File: config.mk
export PLATFORM = sky130hd
export DESIGN_NAME = rrr_sqrt
export DESIGN_NICKNAME = d
export VERILOG_FILES = /design/src/rtl/core/rrr_pkg.sv /design/src/rtl/core/rrr_sqrt.sv
export SDC_FILE = /design/constraint.sdc
export NUM_CORES = 1
export LEC_CHECK = 0
export ABC_AREA = 1
export BUFFER_PORTS_ARGS = -buffer_cell sky130_fd_sc_hd__buf_2
export CORE_MARGIN = 5
export CORE_UTILIZATION = 45
export DETAILED_ROUTE_END_ITERATION = 8
export GPL_ROUTABILITY_DRIVEN = 1
export SLEW_MARGIN = 20
export SYNTH_ARGS = -nofsm -noshare
export SYNTH_HDL_FRONTEND = slang
export SYNTH_SLANG_ARGS = --single-unit
File: constraint.sdc
create_clock -name clk -period 3.55 [get_ports clk]
set_input_delay 0.1775 -clock clk [delete_from_list [all_inputs] [get_ports clk]]
set_output_delay 0.1775 -clock clk [all_outputs]
set_load 0.05 [all_outputs]
File: src/rtl/core/rrr_pkg.sv
// ----------------------------------------------------------------------------
// rrr_pkg
// Widths, types and helpers shared by the ray reflect / refract datapath.
// ----------------------------------------------------------------------------
package rrr_pkg;

  // field formats
  localparam int FIELD_W   = 18;
  localparam int FRAC_BITS = 16;
  localparam int RATIO_W   = 16;

  localparam logic [RATIO_W-1:0] RATIO_RESET = RATIO_W'(49275);

  localparam int HALF  = 2 ** (FRAC_BITS - 1);
  localparam int RHALF = 2 ** (RATIO_W - 1);
  localparam int ONE   = 2 ** FRAC_BITS;

  // intermediate widths
  localparam int PROD_W  = 2 * FIELD_W;          // i*n
  localparam int DOT_W   = PROD_W + 1;           // sum of three products
  localparam int C_W     = DOT_W - FRAC_BITS;    // c
  localparam int CN_W    = C_W + FIELD_W;        // c*n
  localparam int CN2_W   = CN_W + 1;             // 2*c*n
  localparam int TERM_W  = CN2_W - FRAC_BITS;    // rescaled normal term
  localparam int SUM_W   = TERM_W + 1;           // before saturation
  localparam int F_W     = RATIO_W + 1;          // f as a signed operand
  localparam int FC_P_W  = F_W + C_W;            // f*c
  localparam int FC_W    = C_W;                  // f*c rescaled
  localparam int FI_P_W  = F_W + FIELD_W;        // f*i
  localparam int FI_W    = FI_P_W - RATIO_W;     // f*i rescaled
  localparam int FF_P_W  = 2 * RATIO_W;          // f*f
  localparam int FF_W    = RATIO_W + 1;          // f*f rescaled
  localparam int FCSQ_W  = 2 * FC_W;             // (f*c)^2
  localparam int FC2_W   = 24;                   // (f*c)^2 rescaled
  localparam int RAD_W   = 24;                   // clamped radicand
  localparam int RADC_W  = RAD_W + 2;            // radicand before clamp
  localparam int SQ_IN_W = RAD_W + FRAC_BITS;    // square root operand
  localparam int ROOT_W  = SQ_IN_W / 2;          // c2
  localparam int REM_W   = ROOT_W + 2;           // square root remainder
  localparam int T_W     = ROOT_W + 2;           // refraction normal scale
  localparam int TN_W    = T_W + FIELD_W;        // t*n

  // pipeline depth: seven front stages, one per root bit, three back stages
  localparam int NSQ  = ROOT_W;
  localparam int NSTG = 7 + NSQ + 3;

  localparam logic signed [SUM_W-1:0] SAT_HI = SUM_W'(2 ** (FIELD_W - 1) - 1);
  localparam logic signed [SUM_W-1:0] SAT_LO = SUM_W'(-(2 ** (FIELD_W - 1)));

  typedef logic signed [FIELD_W-1:0] field_t;
  typedef logic signed [FI_W-1:0]    fi_t;
  typedef logic signed [FC_W-1:0]    fc_t;
  typedef logic signed [SUM_W-1:0]   sum_t;

  // values that ride alongside the square root
  typedef struct packed {
    fc_t          fc;
    logic         cneg;
    field_t [2:0] n;
    fi_t [2:0]    fi;
    field_t [2:0] refl;
  } side_t;

  function automatic field_t sat_field(input sum_t v);
    field_t res;
    if (v > SAT_HI) begin
      res = SAT_HI[FIELD_W-1:0];
    end else if (v < SAT_LO) begin
      res = SAT_LO[FIELD_W-1:0];
    end else begin
      res = v[FIELD_W-1:0];
    end
    return res;
  endfunction

endpackage

File: src/rtl/core/rrr_sqrt.sv
// ----------------------------------------------------------------------------
// rrr_sqrt
// Pipelined restoring integer square root, one root bit per stage.
// ----------------------------------------------------------------------------
module rrr_sqrt (
  input  logic                         clk,
  input  logic                         en,
  input  logic [rrr_pkg::SQ_IN_W-1:0]  rad_i,
  output logic [rrr_pkg::ROOT_W-1:0]   root_o
);
  import rrr_pkg::*;

  logic [REM_W-1:0]   rem_r [NSQ-1];
  logic [SQ_IN_W-1:0] v_r   [NSQ-1];
  logic [ROOT_W-1:0]  q_r   [NSQ];

  logic [REM_W-1:0]   rem_nxt [NSQ];
  logic [SQ_IN_W-1:0] v_nxt   [NSQ];
  logic [ROOT_W-1:0]  q_nxt   [NSQ];

  always_comb begin
    logic [REM_W+1:0]   sh;
    logic [REM_W+1:0]   trial;
    logic [REM_W-1:0]   rem_in;
    logic [ROOT_W-1:0]  q_in;
    logic [SQ_IN_W-1:0] v_in;
    logic               ge;
    for (int k = 0; k < NSQ; k++) begin
      if (k == 0) begin
        rem_in = '0;
        q_in   = '0;
        v_in   = rad_i;
      end else begin
        rem_in = rem_r[k-1];
        q_in   = q_r[k-1];
        v_in   = v_r[k-1];
      end
      // bring down the next two operand bits, try 4q+1
      sh    = {rem_in, v_in[SQ_IN_W-1 -: 2]};
      trial = {2'b00, q_in, 2'b01};
      ge    = (sh >= trial);
      rem_nxt[k] = ge ? REM_W'(sh - trial) : sh[REM_W-1:0];
      q_nxt[k]   = {q_in[ROOT_W-2:0], ge};
      v_nxt[k]   = v_in << 2;
    end
  end

  always_ff @(posedge clk) begin
    if (en) begin
      for (int k = 0; k < NSQ; k++) begin
        q_r[k] <= q_nxt[k];
      end
      for (int k = 0; k < NSQ - 1; k++) begin
        rem_r[k] <= rem_nxt[k];
        v_r[k]   <= v_nxt[k];
      end
    end
  end

  assign root_o = q_r[NSQ-1];

endmodule

==> insert_results.sql <==
INSERT INTO impl_metrics (metric_group, metric, value, unit) VALUES
('global_route', 'grtUsageTotal', '19.88', '%'),
('sta', 'setup-violations-final', '0', ''),
('route', 'drc', '0', ''),
('final_layout', 'syn2layout_area_growth', '12.01', '%'),
('final_layout', 'final_area', '58840', 'sq um'),
('route', 'routed_wire_length_per_instance', '16.18', 'um'),
('sta', 'count_of_final_max_slew_check_failures', '0', ''),
('sta', 'final_period_minus_worst_setup_slack', '2.693', 'ns'),
('pwr', 'design_power_total', '0.03221', 'W'),
('clock_tree', 'worst_setup_hold_path_clk_slew', '0.06', 'ns'),
('logic_synthesis', 'ys_async_sr_fraction', '0', '%'),
('pwr', 'pwr-share-clk', '35.0', '%'),
('sta', 'timing.final.crit_share', '75.86', '%'),
('place', 'place.gp.congestion', '0.9034', ''),
('logic_synthesis', 'synth_top_area_share', '56.02', '%'),
('clock_tree', 'clock_tree_from_tritoncts', 'built', ''),
('setup_path', 'cp_slowest_stage_delay', '0.45', 'ns'),
('setup_path', 'criticalPathCategory', 'flop to flop', ''),
('die', 'die_height', '351.7', 'um'),
('die', 'io-pin-count', '62', ''),
('logic_synthesis', 'postSynthAreaPerCell', '9.013', 'sq um'),
('place', 'dp.final_hpwl', '94410', 'um'),
('sta', 'report.final.hold_viol_count', '0', ''),
('global_route', 'wire_length_of_the_first_global_routing_pass', '195200', 'um'),
('final_layout', 'fin_nets', '6308', ''),
('route', 'drt_iter0_markers', '2568', ''),
('sta', 'max_slew.worst_pin.slew', '0.7566', 'ns'),
('die', 'die-area', '123700', 'sq um'),
('clock_tree', 'clock-root-buffer', 'clkbuf_16', ''),
('sta', 'fmax', '371.3', 'MHz'),
('setup_path', 'crit_required', '3.98', 'ns'),
('sta', 'setup_repair_after_global_routing_missed_its_margin', 'false', ''),
('status', 'status', 'finished, final reports clean', ''),
('setup_path', 'critical_path.max_fanout', '20', ''),
('pwr', 'power.sequential.fraction', '46.6', '%'),
('global_route', 'antenna_violations_before_repair', '0', ''),
('pwr', 'share_comb_of_total_power', '18.4', '%'),
('die', 'core.rowCount', '125', ''),
('pwr', 'internal_power', '0.02277', 'W'),
('clock_tree', 'cts-buffers-inserted', '105', ''),
('place', 'numPortBuffers', '61', ''),
('logic_synthesis', 'synthDistinctLibCells', '47', ''),
('setup_path', 'number_of_buffer_and_inverter_instances_along_the_worst_setup_path', '2', ''),
('pwr', 'vdd.ir_drop.worst', '0.4133', 'mV'),
('logic_synthesis', 'synth_nets', '6101', ''),
('logic_synthesis', 'synth_edf_count', '980', ''),
('setup_path', 'cp_cell_sequence', 'inv_1, ha_1, nand2_1, nor2_1, nand3_1, nand2_1, nand2_1, nand4_2, inv_2, nand2_1, nand2_1', ''),
('logic_synthesis', 'ys.flop_type', 'edfxtp_1', ''),
('setup_path', 'cpMostUsedCell', 'nand2_1', ''),
('die', 'start_util', '45.26', '%'),
('clock_tree', 'post-cts-setup-buffers', '0', ''),
('route', 'wl', '123800', 'um'),
('final_layout', 'fin_cells', '7647', ''),
('logic_synthesis', 'synth-warning-count', '0', ''),
('logic_synthesis', 'ys_top_cells_by_area', 'edfxtp_1 56%, nand2_1 14%, inv_1 6.4%, ha_1 5.5%, nor2_1 3.7%', ''),
('pwr', 'sw_frac_of_total', '29.30', '%'),
('final_layout', 'filler_cell_count', '10800', ''),
('logic_synthesis', 'synth_area_leader_cell', 'edfxtp_1', ''),
('die', 'coreArea', '116000', 'sq um'),
('place', 'numPlacedInstances', '7410', ''),
('setup_path', 'crit_path_top_delay_cell', 'edfxtp_1', ''),
('setup_path', 'crit_end_element', 'flop', ''),
('global_route', 'number_of_global_route_vias_before_repair', '36410', ''),
('global_route', 'grt_start_max_net_pins', '118', ''),
('final_layout', 'antenna_cells', '0', ''),
('setup_path', 'path_delay_family', 'simple AND/OR/NAND/NOR gates', ''),
('clock_tree', 'postCtsHoldBufs', '42', ''),
('route', 'routed_via_density', '4.942', ''),
('route', 'antenna_left', '0', ''),
('clock_tree', 'htree_num_levels', '3', ''),
('sta', 'finalSetupTns', '0', 'ns');
[synthesized netlist by cell type (4+ instances only)]
master	number
buf_6	19
o21ai_1	101
inv_1	891
nand2_2	16
o21bai_1	9
xor2_1	94
nand3_1	330
edfxtp_1	980
nor2_2	20
o21ai_2	6
nor3_1	46
nor2_1	524
ha_1	231
xnor2_1	63
buf_2	14
a21oi_2	15
a21o_1	4
inv_2	69
o21ai_0	66
buf_4	10
or2_1	8
nand3b_1	60
nand2_1	1902
nand4_1	79
and2_1	6
or2_2	10
a21oi_1	218
[metal layers]
| layer | up-vias | global-route usage, % | wire length [um] | part of all wire, % |
|---|---|---|---|---|
| met5 | - | 0 | 0 | 0 |
| met4 | 0 | 6.197 | 3795 | 3.1 |
| met3 | 208 | 2.577 | 5213 | 4.2 |
| met2 | 786 | 33.73 | 58890 | 48 |
| met1 | 17380 | 26.76 | 55850 | 45 |
| li1 | 19420 | - | - | - |
[worst register-to-register path: stages, from the launching register on]
cell and delay (ns):
edfxtp_1 0.45, inv_1 0.07, ha_1 0.35, nand2_1 0.14, nor2_1 0.26, nand3_1 0.13
nand2_1 0.24, nand2_1 0.10, nand4_2 0.21, inv_2 0.25, nand2_1 0.15, nand2_1 0.10
[logic make-up after synthesis]
logic type	Yosys count	share of synthesized area [%]
AO/OA/AOI/OAI	426	4.302
XOR/XNOR	157	2.618
adder cells (fa/ha/maj)	231	5.502
buffers and inverters	1010	7.608
flip-flops	980	56.02
other	1	0.007139
AND/OR/NAND/NOR	3023	23.94
[stage by stage]
stage	utilization, %	hold slack, ns	setup slack (ns)
floorplan	-	0.2764	1.610
global placement	47.24	0.3548	0.8679
detailed placement	47.24	0.3557	0.9049
CTS	50.70	0.1278	0.8753
global route	50.70	0.1476	0.6502
finish	50.70	0.1854	0.8570
[sequential cells by signal, indices dropped and copies added, names as in the netlist]
| signal | cells |
|---|---|
| v_r | 380 |
| q_r | 210 |
| rem_r | 390 |
[final cells by class]
class,count,area (sq um),area share [%]
multi-input combinational,3838,19100,32.47
clock buffer,118,2698,4.585
sequential,980,29430,50.02
inverter,966,3633,6.176
timing repair buffer,144,1169,1.986
tap,1524,1907,3.241
clock inverter,77,898.4,1.527
[power groups by stage]
stage / Sequential (W) / Combinational (W) / Clock [W]
after floorplan: 0.0149 / 0.00421 / 0
final: 0.0150 / 0.00594 / 0.0113
after CTS: 0.0150 / 0.00594 / 0.0116
after global placement: 0.0152 / 0.00585 / 0
after global routing: 0.0151 / 0.00678 / 0.0121
after detailed placement: 0.0152 / 0.00587 / 0
[path summary, 6_finish.rpt]
path | end | slack [ns] | cells after the start | start
setup / recovery | rem_r[17][18] | 0.86 | 11 | q_r[4][4]
hold / removal | v_r[0][21] | 0.19 | 2 | rad_i[21]
setup reg to reg | rem_r[17][18] | 0.86 | 11 | q_r[4][4]
hold reg to reg | v_r[17][36] | 0.42 | 0 | v_r[16][34]
Power figures use the tool's default switching activity.
